File: src/rtl/core/efr_pkg.sv
// Shared types, constants and codes for the escaped frame receiver.
`default_nettype none

package efr_pkg;

	// Widths fixed by the byte stream and the result fields.
	localparam int BYTE_W          = 8;
	localparam int CFG_IDX_W       = 3;
	localparam int OUT_TDATA_W     = 64;

	// Default depth of the message buffer.
	localparam int BUFFER_DEPTH_DEF = 16;

	// Stored head of a message and the checksummed lengths.
	localparam int HEAD_DEPTH   = 7;
	localparam int HEAD_IDX_W   = 3;
	localparam int DISP_SUM_LEN = 3;
	localparam int TONE_SUM_LEN = 6;
	localparam int MIN_CMD_LEN  = 2;

	// Configuration register indexes.
	localparam logic [CFG_IDX_W-1:0] CFG_MSG_START  = 3'd0;
	localparam logic [CFG_IDX_W-1:0] CFG_DISP_START = 3'd1;
	localparam logic [CFG_IDX_W-1:0] CFG_END        = 3'd2;
	localparam logic [CFG_IDX_W-1:0] CFG_ESCAPE     = 3'd3;
	localparam logic [CFG_IDX_W-1:0] CFG_DISP_CMD   = 3'd4;
	localparam logic [CFG_IDX_W-1:0] CFG_TONE_CMD   = 3'd5;

	// Message kind codes.
	localparam logic [1:0] KIND_DISP_RESET = 2'd0;
	localparam logic [1:0] KIND_DISP_CMD   = 2'd1;
	localparam logic [1:0] KIND_TONE       = 2'd2;
	localparam logic [1:0] KIND_UNKNOWN    = 2'd3;

	// Configuration register set.
	typedef struct packed {
		logic [BYTE_W-1:0] msg_start_code;
		logic [BYTE_W-1:0] display_start_code;
		logic [BYTE_W-1:0] end_code;
		logic [BYTE_W-1:0] escape_code;
		logic [BYTE_W-1:0] display_cmd_code;
		logic [BYTE_W-1:0] tone_cmd_code;
	} cfg_t;

	// Class of a received byte, settled by the front end.
	typedef enum logic [2:0] {
		CL_ESCAPE,
		CL_MSG_START,
		CL_DISP_START,
		CL_END,
		CL_DATA
	} byte_class_t;

	// One classified byte as it waits in the queue.
	typedef struct packed {
		byte_class_t       cls;
		logic [BYTE_W-1:0] data;
	} item_t;

	// Frame that is currently open.
	typedef enum logic [1:0] {
		FM_NONE,
		FM_MSG,
		FM_DISP
	} frame_mode_t;

	// One result; the last member sits in the lowest bit.
	typedef struct packed {
		logic        frame_event;
		logic        overflow;
		logic [15:0] tone_duration;
		logic [15:0] tone_freq;
		logic [7:0]  sender_id;
		logic        checksum_ok;
		logic [1:0]  msg_kind;
		logic        msg_valid;
		logic [7:0]  data_byte;
		logic        display_commit;
		logic        display_clear;
		logic        display_data_valid;
	} result_t;

endpackage

`default_nettype wire

File: src/rtl/core/efr_front.sv
// Front end: tracks escapes and classifies each received byte.
`default_nettype none

module efr_front (
	input  wire logic                          clk,
	input  wire logic                          arst_n,
	input  wire efr_pkg::cfg_t                 cfg,
	input  wire logic                          in_valid,
	input  wire logic [efr_pkg::BYTE_W-1:0]    in_byte,
	input  wire logic                          q_ready,
	output efr_pkg::item_t                     q_item
);

	logic escape_pending_q;
	logic accept;

	assign accept = in_valid & q_ready;

	// Escape takes priority, then message start, display start and end.
	always_comb begin
		q_item.data = in_byte;
		if (!escape_pending_q && in_byte == cfg.escape_code) begin
			q_item.cls = efr_pkg::CL_ESCAPE;
		end else if (escape_pending_q) begin
			q_item.cls = efr_pkg::CL_DATA;
		end else if (in_byte == cfg.msg_start_code) begin
			q_item.cls = efr_pkg::CL_MSG_START;
		end else if (in_byte == cfg.display_start_code) begin
			q_item.cls = efr_pkg::CL_DISP_START;
		end else if (in_byte == cfg.end_code) begin
			q_item.cls = efr_pkg::CL_END;
		end else begin
			q_item.cls = efr_pkg::CL_DATA;
		end
	end

	// An escape byte marks the next byte as literal.
	always_ff @(posedge clk or negedge arst_n) begin
		if (!arst_n) begin
			escape_pending_q <= 1'b0;
		end else if (accept) begin
			escape_pending_q <= (q_item.cls == efr_pkg::CL_ESCAPE);
		end
	end

endmodule

`default_nettype wire

File: src/rtl/core/efr_queue.sv
// Two-entry queue of classified bytes between front and back end.
`default_nettype none

module efr_queue (
	input  wire logic           clk,
	input  wire logic           arst_n,
	input  wire logic           push_valid,
	output logic                push_ready,
	input  wire efr_pkg::item_t push_item,
	output logic                pop_valid,
	input  wire logic           pop_ready,
	output efr_pkg::item_t      pop_item
);

	efr_pkg::item_t mem_q [2];
	logic           wr_ptr_q;
	logic           rd_ptr_q;
	logic [1:0]     count_q;
	logic           push;
	logic           pop;

	assign push_ready = (count_q != 2'd2);
	assign pop_valid  = (count_q != 2'd0);
	assign push       = push_valid & push_ready;
	assign pop        = pop_valid & pop_ready;
	assign pop_item   = mem_q[rd_ptr_q];

	// Entry storage.
	always_ff @(posedge clk) begin
		if (push) begin
			mem_q[wr_ptr_q] <= push_item;
		end
	end

	// Pointers and fill count.
	always_ff @(posedge clk or negedge arst_n) begin
		if (!arst_n) begin
			wr_ptr_q <= 1'b0;
			rd_ptr_q <= 1'b0;
			count_q  <= 2'd0;
		end else begin
			if (push) begin
				wr_ptr_q <= ~wr_ptr_q;
			end
			if (pop) begin
				rd_ptr_q <= ~rd_ptr_q;
			end
			if (push && !pop) begin
				count_q <= count_q + 2'd1;
			end else if (pop && !push) begin
				count_q <= count_q - 2'd1;
			end
		end
	end

endmodule

`default_nettype wire

File: src/rtl/core/efr_back.sv
// Back end: frame state, message storage, decode and the output register.
`default_nettype none

module efr_back #(
	parameter int BUFFER_DEPTH = efr_pkg::BUFFER_DEPTH_DEF
) (
	input  wire logic           clk,
	input  wire logic           arst_n,
	input  wire efr_pkg::cfg_t  cfg,
	input  wire logic           item_valid,
	output logic                item_ready,
	input  wire efr_pkg::item_t item,
	output logic                res_valid,
	input  wire logic           res_ready,
	output efr_pkg::result_t    res
);

	localparam int IDX_W = $clog2(BUFFER_DEPTH);

	efr_pkg::frame_mode_t  mode_q, mode_d;
	logic [IDX_W-1:0]      idx_q, idx_d;
	logic [IDX_W:0]        idx_inc;
	logic [7:0]            head_q [efr_pkg::HEAD_DEPTH];
	logic [7:0]            hb [efr_pkg::HEAD_DEPTH];
	logic [7:0]            sum3_q, sum3_d;
	logic [7:0]            sum6_q, sum6_d;
	logic                  head_we;
	efr_pkg::result_t      res_d;
	logic                  pop;

	assign item_ready = ~res_valid | res_ready;
	assign pop        = item_valid & item_ready;
	assign idx_inc    = {1'b0, idx_q} + {{IDX_W{1'b0}}, 1'b1};

	// Stored bytes read as zero at and above the fill index.
	always_comb begin
		for (int i = 0; i < efr_pkg::HEAD_DEPTH; i++) begin
			hb[i] = ({1'b0, idx_q} > (IDX_W+1)'(i)) ? head_q[i] : 8'd0;
		end
	end

	// Next frame state and the result of the byte at the queue head.
	always_comb begin
		mode_d  = mode_q;
		idx_d   = idx_q;
		sum3_d  = sum3_q;
		sum6_d  = sum6_q;
		head_we = 1'b0;
		res_d   = '0;
		case (item.cls)
			efr_pkg::CL_ESCAPE: begin
				res_d = '0;
			end
			efr_pkg::CL_MSG_START: begin
				mode_d = efr_pkg::FM_MSG;
				idx_d  = '0;
				sum3_d = '0;
				sum6_d = '0;
			end
			efr_pkg::CL_DISP_START: begin
				mode_d              = efr_pkg::FM_DISP;
				res_d.display_clear = 1'b1;
			end
			efr_pkg::CL_END: begin
				res_d.frame_event = 1'b1;
				if (mode_q == efr_pkg::FM_MSG) begin
					res_d.msg_valid = 1'b1;
					res_d.sender_id = hb[0];
					res_d.msg_kind  = efr_pkg::KIND_UNKNOWN;
					if (idx_q >= IDX_W'(efr_pkg::MIN_CMD_LEN) && hb[1] == cfg.display_cmd_code) begin
						res_d.msg_kind    = (hb[2] == 8'd0) ? efr_pkg::KIND_DISP_RESET
						                                    : efr_pkg::KIND_DISP_CMD;
						res_d.checksum_ok = (idx_q >= IDX_W'(efr_pkg::DISP_SUM_LEN + 1))
						                    && (sum3_q == hb[3]);
						res_d.data_byte   = hb[2];
					end else if (idx_q >= IDX_W'(efr_pkg::MIN_CMD_LEN)
					             && hb[1] == cfg.tone_cmd_code) begin
						res_d.msg_kind      = efr_pkg::KIND_TONE;
						res_d.checksum_ok   = (idx_q >= IDX_W'(efr_pkg::TONE_SUM_LEN + 1))
						                      && (sum6_q == hb[6]);
						res_d.tone_freq     = {hb[2], hb[3]};
						res_d.tone_duration = {hb[4], hb[5]};
					end
					idx_d  = '0;
					sum3_d = '0;
					sum6_d = '0;
				end else if (mode_q == efr_pkg::FM_DISP) begin
					res_d.display_commit = 1'b1;
				end
				mode_d = efr_pkg::FM_NONE;
			end
			default: begin
				if (mode_q == efr_pkg::FM_DISP) begin
					res_d.display_data_valid = 1'b1;
					res_d.data_byte          = item.data;
				end else if (mode_q == efr_pkg::FM_MSG) begin
					head_we = (idx_q < IDX_W'(efr_pkg::HEAD_DEPTH));
					if (idx_q < IDX_W'(efr_pkg::DISP_SUM_LEN)) begin
						sum3_d = sum3_q + item.data;
					end
					if (idx_q < IDX_W'(efr_pkg::TONE_SUM_LEN)) begin
						sum6_d = sum6_q + item.data;
					end
					idx_d = idx_inc[IDX_W-1:0];
					// Buffer full: abort the frame.
					if (idx_inc >= (IDX_W+1)'(BUFFER_DEPTH)) begin
						idx_d             = '0;
						sum3_d            = '0;
						sum6_d            = '0;
						mode_d            = efr_pkg::FM_NONE;
						res_d.overflow    = 1'b1;
						res_d.frame_event = 1'b1;
					end
				end
			end
		endcase
	end

	// Message head storage.
	always_ff @(posedge clk) begin
		if (pop && head_we) begin
			head_q[idx_q[efr_pkg::HEAD_IDX_W-1:0]] <= item.data;
		end
	end

	// Result register.
	always_ff @(posedge clk) begin
		if (pop) begin
			res <= res_d;
		end
	end

	// Frame state and result valid.
	always_ff @(posedge clk or negedge arst_n) begin
		if (!arst_n) begin
			mode_q    <= efr_pkg::FM_NONE;
			idx_q     <= '0;
			sum3_q    <= '0;
			sum6_q    <= '0;
			res_valid <= 1'b0;
		end else begin
			if (pop) begin
				mode_q <= mode_d;
				idx_q  <= idx_d;
				sum3_q <= sum3_d;
				sum6_q <= sum6_d;
			end
			if (item_ready) begin
				res_valid <= item_valid;
			end
		end
	end

endmodule

`default_nettype wire

File: src/rtl/core/escaped_frame_receiver_unit.sv
// Top level of the escaped frame receiver: configuration registers and stream ports.
//
//   Channel   Direction  Payload
//   s_*       in         s_tdata[7:0] rx_byte
//   m_*       out        m_tdata[56:0] result fields, one result per received byte
//   cfg_*     in         cfg_index selects a register, cfg_data[7:0] its value
//
// An input transfer is classified and written into the queue at its clock edge; the
// back end takes it from the queue head and registers its result, so between input
// and result lie the queue entry and the result register. One byte is accepted every
// cycle while the output does not stall; the back end decodes a message in the same
// cycle as its end byte. While the output stalls, the two-entry queue fills and then
// holds off the input. Reset opens no frame; no clearing pass is needed.
`default_nettype none

module escaped_frame_receiver_unit #(
	parameter int BUFFER_DEPTH = efr_pkg::BUFFER_DEPTH_DEF
) (
	input  wire logic                             clk,
	input  wire logic                             arst_n,
	// Received byte stream: rx_byte [7:0].
	input  wire logic                             s_tvalid,
	output logic                                  s_tready,
	input  wire logic [efr_pkg::BYTE_W-1:0]       s_tdata,
	// Result stream: display_data_valid [0], display_clear [1], display_commit [2],
	// data_byte [10:3], msg_valid [11], msg_kind [13:12], checksum_ok [14],
	// sender_id [22:15], tone_freq [38:23], tone_duration [54:39], overflow [55],
	// frame_event [56], zero fill [63:57].
	output logic                                  m_tvalid,
	input  wire logic                             m_tready,
	output logic [efr_pkg::OUT_TDATA_W-1:0]       m_tdata,
	// Configuration writes.
	input  wire logic                             cfg_we,
	input  wire logic [efr_pkg::CFG_IDX_W-1:0]    cfg_index,
	input  wire logic [efr_pkg::BYTE_W-1:0]       cfg_data
);

	efr_pkg::cfg_t    cfg_q;
	efr_pkg::item_t   front_item;
	efr_pkg::item_t   back_item;
	logic             back_valid;
	logic             back_ready;
	efr_pkg::result_t res;

	// Configuration registers; unknown indexes are dropped.
	always_ff @(posedge clk or negedge arst_n) begin
		if (!arst_n) begin
			cfg_q.msg_start_code     <= 8'd2;
			cfg_q.display_start_code <= 8'd18;
			cfg_q.end_code           <= 8'd3;
			cfg_q.escape_code        <= 8'd27;
			cfg_q.display_cmd_code   <= 8'd1;
			cfg_q.tone_cmd_code      <= 8'd2;
		end else if (cfg_we) begin
			unique case (cfg_index)
				efr_pkg::CFG_MSG_START:  cfg_q.msg_start_code     <= cfg_data;
				efr_pkg::CFG_DISP_START: cfg_q.display_start_code <= cfg_data;
				efr_pkg::CFG_END:        cfg_q.end_code           <= cfg_data;
				efr_pkg::CFG_ESCAPE:     cfg_q.escape_code        <= cfg_data;
				efr_pkg::CFG_DISP_CMD:   cfg_q.display_cmd_code   <= cfg_data;
				efr_pkg::CFG_TONE_CMD:   cfg_q.tone_cmd_code      <= cfg_data;
				default: begin
				end
			endcase
		end
	end

	// Escape tracking and byte classification.
	efr_front u_front (
		.clk      (clk),
		.arst_n   (arst_n),
		.cfg      (cfg_q),
		.in_valid (s_tvalid),
		.in_byte  (s_tdata),
		.q_ready  (s_tready),
		.q_item   (front_item)
	);

	// Queue between the two ends.
	efr_queue u_queue (
		.clk        (clk),
		.arst_n     (arst_n),
		.push_valid (s_tvalid),
		.push_ready (s_tready),
		.push_item  (front_item),
		.pop_valid  (back_valid),
		.pop_ready  (back_ready),
		.pop_item   (back_item)
	);

	// Frame handling and message decode.
	efr_back #(
		.BUFFER_DEPTH (BUFFER_DEPTH)
	) u_back (
		.clk        (clk),
		.arst_n     (arst_n),
		.cfg        (cfg_q),
		.item_valid (back_valid),
		.item_ready (back_ready),
		.item       (back_item),
		.res_valid  (m_tvalid),
		.res_ready  (m_tready),
		.res        (res)
	);

	// Result fields packed from the lowest bit, zero filled to whole bytes.
	assign m_tdata = {{(efr_pkg::OUT_TDATA_W - $bits(efr_pkg::result_t)){1'b0}}, res};

endmodule

`default_nettype wire
File: config.mk
export PLATFORM = sky130hd
export DESIGN_NAME = escaped_frame_receiver_unit
export DESIGN_NICKNAME = d
export VERILOG_FILES = /design/src/rtl/core/efr_pkg.sv /design/src/rtl/core/efr_front.sv /design/src/rtl/core/efr_queue.sv /design/src/rtl/core/efr_back.sv /design/src/rtl/core/escaped_frame_receiver_unit.sv
export SDC_FILE = /design/constraint.sdc
export NUM_CORES = 1
export LEC_CHECK = 0
export BUFFER_PORTS_ARGS = -buffer_cell sky130_fd_sc_hd__buf_4
export CORE_ASPECT_RATIO = 0.75
export CORE_MARGIN = 1
export CORE_UTILIZATION = 40
export DETAILED_ROUTE_END_ITERATION = 10
export PLACE_DENSITY_LB_ADDON = 0.2
export SYNTH_ARGS = -nofsm -noshare
export SYNTH_HDL_FRONTEND = slang
export SYNTH_SLANG_ARGS = --single-unit
File: constraint.sdc
create_clock -name clk -period 5.9 [get_ports clk]
set_input_delay 0.59 -clock clk [delete_from_list [all_inputs] [get_ports clk]]
set_output_delay 0.59 -clock clk [all_outputs]
set_load 0.02 [all_outputs]
Yosys cells after proc, flatten, opt, wreduce, memory -nomap -nowiden
Memories as Yosys holds them, arrays and structs flattened. A register that Yosys moved wholly into a read port is not among the register bits.
Index checks and enable logic that the tools add are counted.
- register bits: 109
- memory bits (writable): 78
- bits of input ports: 24
- output and inout port bits: 66
- memories: 2
- add/sub/neg operators: 5
- order comparisons: 14
- equality and inequality tests: 22
- muxes and demuxes: 51
- bitwise logic cells: 13
- reductions and logical operators: 43
- memory list (memory ; words ; width ; rd ports ; clocked after memory_dff ; wr ports ; line ; RTL):
    u_back.head_q ; 7 ; 8 ; 7 ; 3 ; 1 ; efr_back.sv:23 ; logic [7:0] head_q [efr_pkg::HEAD_DEPTH];
    u_queue.mem_q ; 2 ; 11 ; 1 ; 0 ; 1 ; efr_queue.sv:15 ; efr_pkg::item_t mem_q [2];
- operator list (operator ; count):
    $mux W8 ; 15
    $eq A8 B8 Y1 ; 8
    $pmux W8 S3 ; 2
    $mux W3 ; 7
    $add A8 B8 Y8 ; 2
    $mux W2 ; 8
    $mux W4 ; 4
    $pmux W8 S2 ; 1
    $reduce_bool A4 Y1 ; 4
    $reduce_and A2 Y1 ; 7
    $eq A3 B2 Y1 const B ; 4
    $gt A4 B3 Y1 const B ; 3
    $pmux W4 S3 ; 1
    $reduce_and A6 Y1 ; 2
    $mux W1 ; 10
    $not A1 Y1 ; 10
    $reduce_and A5 Y1 ; 2
    $reduce_or A5 Y1 ; 2
    $logic_not A3 Y1 ; 3
    $mux W9 ; 1
    $ge A4 B3 Y1 const B ; 2
    $gt A4 B1 Y1 const B ; 2
    $gt A4 B2 Y1 const B ; 2
    $logic_and A1 B1 Y1 ; 8
    27 further kinds ; 38

Longest topological paths before layout
- word-level depth: 7
- gate-level depth with buffers: 11
- depth with buffers taken out: 9

Cells and area by module
Synthesis repeated with hierarchy kept, for this count alone.
- cells, all modules: 729
- area total of the unflattened synthesis: 9791.9 sq um
- by module, submodules not included (module ; instances ; cells an instance ; area an instance (sq um) ; sequential area each (sq um)):
    efr_back ; 1 ; 500 ; 6378.6 ; 3968.8
    escaped_frame_receiver_unit ; 1 ; 114 ; 1903.1 ; 1214.9
    efr_queue ; 1 ; 52 ; 1003.5 ; 760.7
    efr_front ; 1 ; 63 ; 506.7 ; 25.0

Worst setup path after synthesis
Ideal clock, no wire load.
- path kind: in2reg
- start: in m_tready
- end: mem u_back.head_q[0][0], enable pin
- library setup time: 0.384 ns
- arrival: 4.949 ns
- data required time: 5.516 ns
- setup slack: 0.567 ns
- stages: 4
- cell sequence: inv_1 -> a21oi_1 -> nand4_1 -> nor3_1
- cells in the longest elaborated chain, start to end: 5
- ends and longest elaborated chain (what ; line ; RTL):
    start: declaration ; escaped_frame_receiver_unit.sv:30 ; input wire logic m_tready,
    $or A1 B1 Y1 ; efr_back.sv:31 ; assign item_ready = ~res_valid | res_ready;
    $and A1 B1 Y1 ; efr_back.sv:32 ; assign pop = item_valid & item_ready;
    via u_back.pop ; efr_back.sv:29 ; logic pop;
    $logic_and A1 B1 Y1 ; efr_back.sv:121 ; if (pop && head_we) begin
    $mux W1 ; efr_back.sv:121 ;
    $mux W1 (not written as such) ; efr_back.sv:122 ; head_q[idx_q[efr_pkg::HEAD_IDX_W-1:0]] <= item.data;
    end: declaration ; efr_back.sv:23 ;
The timed path passes the listed nets, and every way through them passes these cells.

Worst setup path after layout
- start: reg u_back.idx_q[1]
- end: reg, netlist name u_back.res[40]
- cells in the longest elaborated chain, start to end: 6
- ends and longest elaborated chain (what ; line ; RTL):
    start: declaration ; efr_back.sv:21 ; logic [IDX_W-1:0] idx_q, idx_d;
    start signal: assignment ; efr_back.sv:144 ; idx_q <= idx_d;
    $gt A4 B1 Y1 ; efr_back.sv:38 ; hb[i] = ({1'b0, idx_q} > (IDX_W+1)'(i)) ? head_q[i] : 8'd0;
    $mux W8 ; efr_back.sv:38 ;
    $eq A8 B8 Y1 ; efr_back.sv:77 ; && hb[1] == cfg.tone_cmd_code) begin
    $logic_and A1 B1 Y1 ; efr_back.sv:77 ;
    $not A1 Y1 (no source line) ; - ;
    $reduce_or A5 Y1 (no source line) * ; - ;
Every way passes the cells marked *; elsewhere a longest branch is shown, timed or not.
A chain may end at the register's enable or synchronous reset.

==> metrics.log <==
[metrics] startpoint type of the worst setup path: flop
[metrics] number of placement rows: 48
[metrics] vias per cell: 5.29
[metrics] core area: 23100 um2
[metrics] overflow left after global routing: 0
[metrics] filler instances: 2036
[metrics] peak ir drop on the vdd network: 0.000186 V
[metrics] Placed Area: 10400 um2
[metrics] worst-margin pin slew: 1270 ps
[metrics] global-route wire length before repair: 31.9 mm
[metrics] violations in the final reports: design-rule violations
[metrics] Post-DP HPWL: 14.0 mm
[metrics] top cell types by occurrence after synthesis: 135 x sky130_fd_sc_hd__edfxtp_1, 65 x sky130_fd_sc_hd__dfrtp_1, 59 x sky130_fd_sc_hd__mux2_2, 40 x sky130_fd_sc_hd__and2_1, 35 x sky130_fd_sc_hd__xnor2_1
[metrics] Layout Area Growth over Synthesis: 17.3%
[metrics] clock tree from TritonCTS: built
[metrics] power per unit of standard cell area: 469 nW/um2
[metrics] synthesized netlist cell count: 676
[metrics] Antenna diodes: 0
[metrics] final weighted congestion in routability-driven placement: 0.838
[metrics] final cycle utilization of the critical path: 54.5%
[metrics] Avg Inst Size Synth: 14.0 um2
[metrics] PostCTS Resize Cnt: 0
[metrics] number of global-route vias before repair: 5656
[metrics] Pint: 3.47 mW
[metrics] fraction of layout cells with a size suffix above 1: 25.2%
[metrics] htree depth: 1
[metrics] Post-synth ARST share: 36.0%
[metrics] switching power total: 1.73 mW
[metrics] routed vias: 5746
[metrics] number of input and output port buffers inserted: 82
[metrics] final count of hold timing violations: 0
[metrics] relative contribution of sequential cells to total power: 43.0%
[metrics] post-CTS repair timing setup buffer count: 0
[metrics] area of the die: 24200 um2
[metrics] area used by multi-input combinational logic: 3330 um2
[metrics] RSZ-0062 raised after global routing: false
[metrics] cell area after technology mapping: 9450 um2
[metrics] total count of max-transition violations in the final report: 0
[metrics] reg2reg setup slack: 2680 ps
[metrics] maximum capacitance violations: 0
[metrics] Die Y: 135 um
[metrics] Data required, critical path: 6270 ps
[metrics] Fin Setup TNS: 0 ps
[metrics] biggest area contributors in the synthesized netlist: sky130_fd_sc_hd__edfxtp_1 43%, sky130_fd_sc_hd__dfrtp_1 17%, sky130_fd_sc_hd__mux2_2 7.0%
[metrics] final setup fails: 0
[metrics] area share of the largest cell type after synthesis: 42.9%
[metrics] final antenna-violating net count: 0
[metrics] pin count of the biggest net entering global routing: 77
[metrics] clk_skew: 23.0 ps
[metrics] Yosys warning total: 0
[metrics] clock latency on the worst-skew pair: 510 ps
[metrics] register area: 5970 um2
[metrics] Distinct cells, synth: 68
[metrics] initial drt markers: 295
[metrics] switching fraction of total power: 33.3%
[metrics] number of top-level pins: 90
[metrics] proportion of power drawn by the clock network: 26.2%
[metrics] cell type contributing the most total cell area after synthesis: sky130_fd_sc_hd__edfxtp_1
[metrics] worst reg2reg path depth: 9
[metrics] clock-pin slew on the worst setup and hold paths: 60 ps
[metrics] status: finished, violations left
[metrics] top flip-flop cell by instance count after synthesis: sky130_fd_sc_hd__edfxtp_1
[metrics] Final min period: 3220 ps
[metrics] total clock buffers created by CTS: 23
[metrics] number of flip-flops and latches in the synthesized netlist: 211
[metrics] number of enable flip-flop cells after synthesis: 135
[metrics] Critical Path Sink Type: flop
[metrics] CTS hold repair buffers: 0
[metrics] sequential fraction of the synthesis area: 63.2%
[metrics] fin area: 11100 um2
[metrics] die width: 179 um
[metrics] total DRC errors in the routed layout: 16
[metrics] fmax: 311 MHz
[metrics] total design power: 5.20 mW
[metrics] count of nets after finishing: 816
[metrics] most numerous cell in the Yosys netlist: sky130_fd_sc_hd__edfxtp_1
[metrics] headroom to the max-slew limit: 14.9%
[metrics] standby leakage power: 4.30 nW
[metrics] highest fanout seen on the critical path: 12
[metrics] routed wire length per instance: 18.4 um
[metrics] number of buffers between clock root and the deepest sink: 3
[metrics] drt pass-1 iters: 9
[metrics] initial core utilization: 41.0%
[metrics] data arrival time of the worst path: 3590 ps
[metrics] clock sink count: 211
[metrics] clock root cell: sky130_fd_sc_hd__clkbuf_16
[metrics] worst setup path class: flop to flop
[metrics] part of the power in combinational logic: 30.8%
[metrics] worst min path class: input port to async pin
[metrics] initial antenna violation count: 0
[metrics] drt total wl: 20.0 mm
[metrics] Total GRT Usage: 16.9%
[metrics] Hold Worst Slack: 267 ps
## routing by layer
layer	GRT usage, %	vias up	part of all wire [%]
met3	2.94	18	5.3
met5	0	-	0
met4	3.50	0	1.2
met2	26.5	166	44
li1	-	2705	-
met1	24.8	2857	49
## worst max-delay path: stages (launching register included)
cell and delay, ps:
sky130_fd_sc_hd__dfrtp_1 560, sky130_fd_sc_hd__inv_1 140, sky130_fd_sc_hd__ha_1 240, sky130_fd_sc_hd__nor2_2 410
sky130_fd_sc_hd__o21ai_0 200, sky130_fd_sc_hd__a22oi_1 200, sky130_fd_sc_hd__and4_1 240, sky130_fd_sc_hd__o311ai_2 220
sky130_fd_sc_hd__nor3_1 640, sky130_fd_sc_hd__and2_1 220
## worst paths after layout
path / endpoint / from
setup / recovery: u_back.res[40] / u_back.idx_q[1]
hold / removal: cfg_q[42] / arst_n
setup reg to reg: u_back.res[40] / u_back.idx_q[1]
hold reg to reg: u_queue.wr_ptr_q / u_queue.wr_ptr_q
max in group asynchronous: u_back.sum6_q[1] / arst_n
min in group clk: u_back.res_valid / m_tready
## power by group through the flow
| stage | sequential (mW) | clock (mW) | combinational [mW] |
|---|---|---|---|
| floorplan | 2.35 | 0 | 0.983 |
| global placement | 2.25 | 0 | 1.58 |
| detailed placement | 2.26 | 0 | 1.60 |
| CTS | 2.24 | 1.39 | 1.61 |
| global route | 2.28 | 1.45 | 1.74 |
| finish | 2.23 | 1.36 | 1.60 |
## final cells by class
class                      count  area share, %
sequential                   211           53.9
clock buffer                  24           5.23
tap                          300           3.39
multi-input combinational    433           30.0
clock inverter                16           1.19
inverter                      20          0.678
timing repair buffer          83           5.62
## placed cells by master, fill, tap and decap left out, drive strengths merged, types with 12 or more instances in the layout
cell,count
clkbuf,24
and2,40
inv,22
a22o,19
nor2,28
nand2,23
nor4,14
nor3,16
a21oi,21
ha,18
o21ai,17
edfxtp,135
xnor2,35
buf,83
dfrtp,65
mux2,59
clkinv,12
xor2,29
## logic make-up after synthesis
group / count (synthesis) / synth area share, %
XOR/XNOR: 64 / 5.93
multiplexers: 64 / 7.56
buffers and inverters: 38 / 1.95
AO/OA/AOI/OAI: 101 / 7.64
adder cells (fa/ha/maj): 20 / 2.81
other: 1 / 0.0397
AND/OR/NAND/NOR: 177 / 10.9
flip-flops: 211 / 63.2
## flip-flops by register name, summed over array words and instances, names as in the netlist, 2 cells and up
name	cells
cfg_q	48
u_back.head_q	56
u_back.idx_q	4
u_back.mode_q	2
u_back.res	57
u_back.sum3_q	8
u_back.sum6_q	8
u_queue.count_q	2
u_queue.mem_q	22
## through the flow
| stage | std cells | utilization (%) | setup WS [ps] |
|---|---|---|---|
| 2_1_floorplan | 682 | - | 567 |
| 3_3_place_gp | 1047 | 45.0 | 2710 |
| 3_5_place_dp | 1047 | 45.0 | 2720 |
| 4_1_cts | 1087 | 48.0 | 2670 |
| 5_1_grt | 1087 | 48.0 | 2340 |
| 6_report | 1087 | 48.0 | 2680 |
Power figures use the tool's default switching activity.
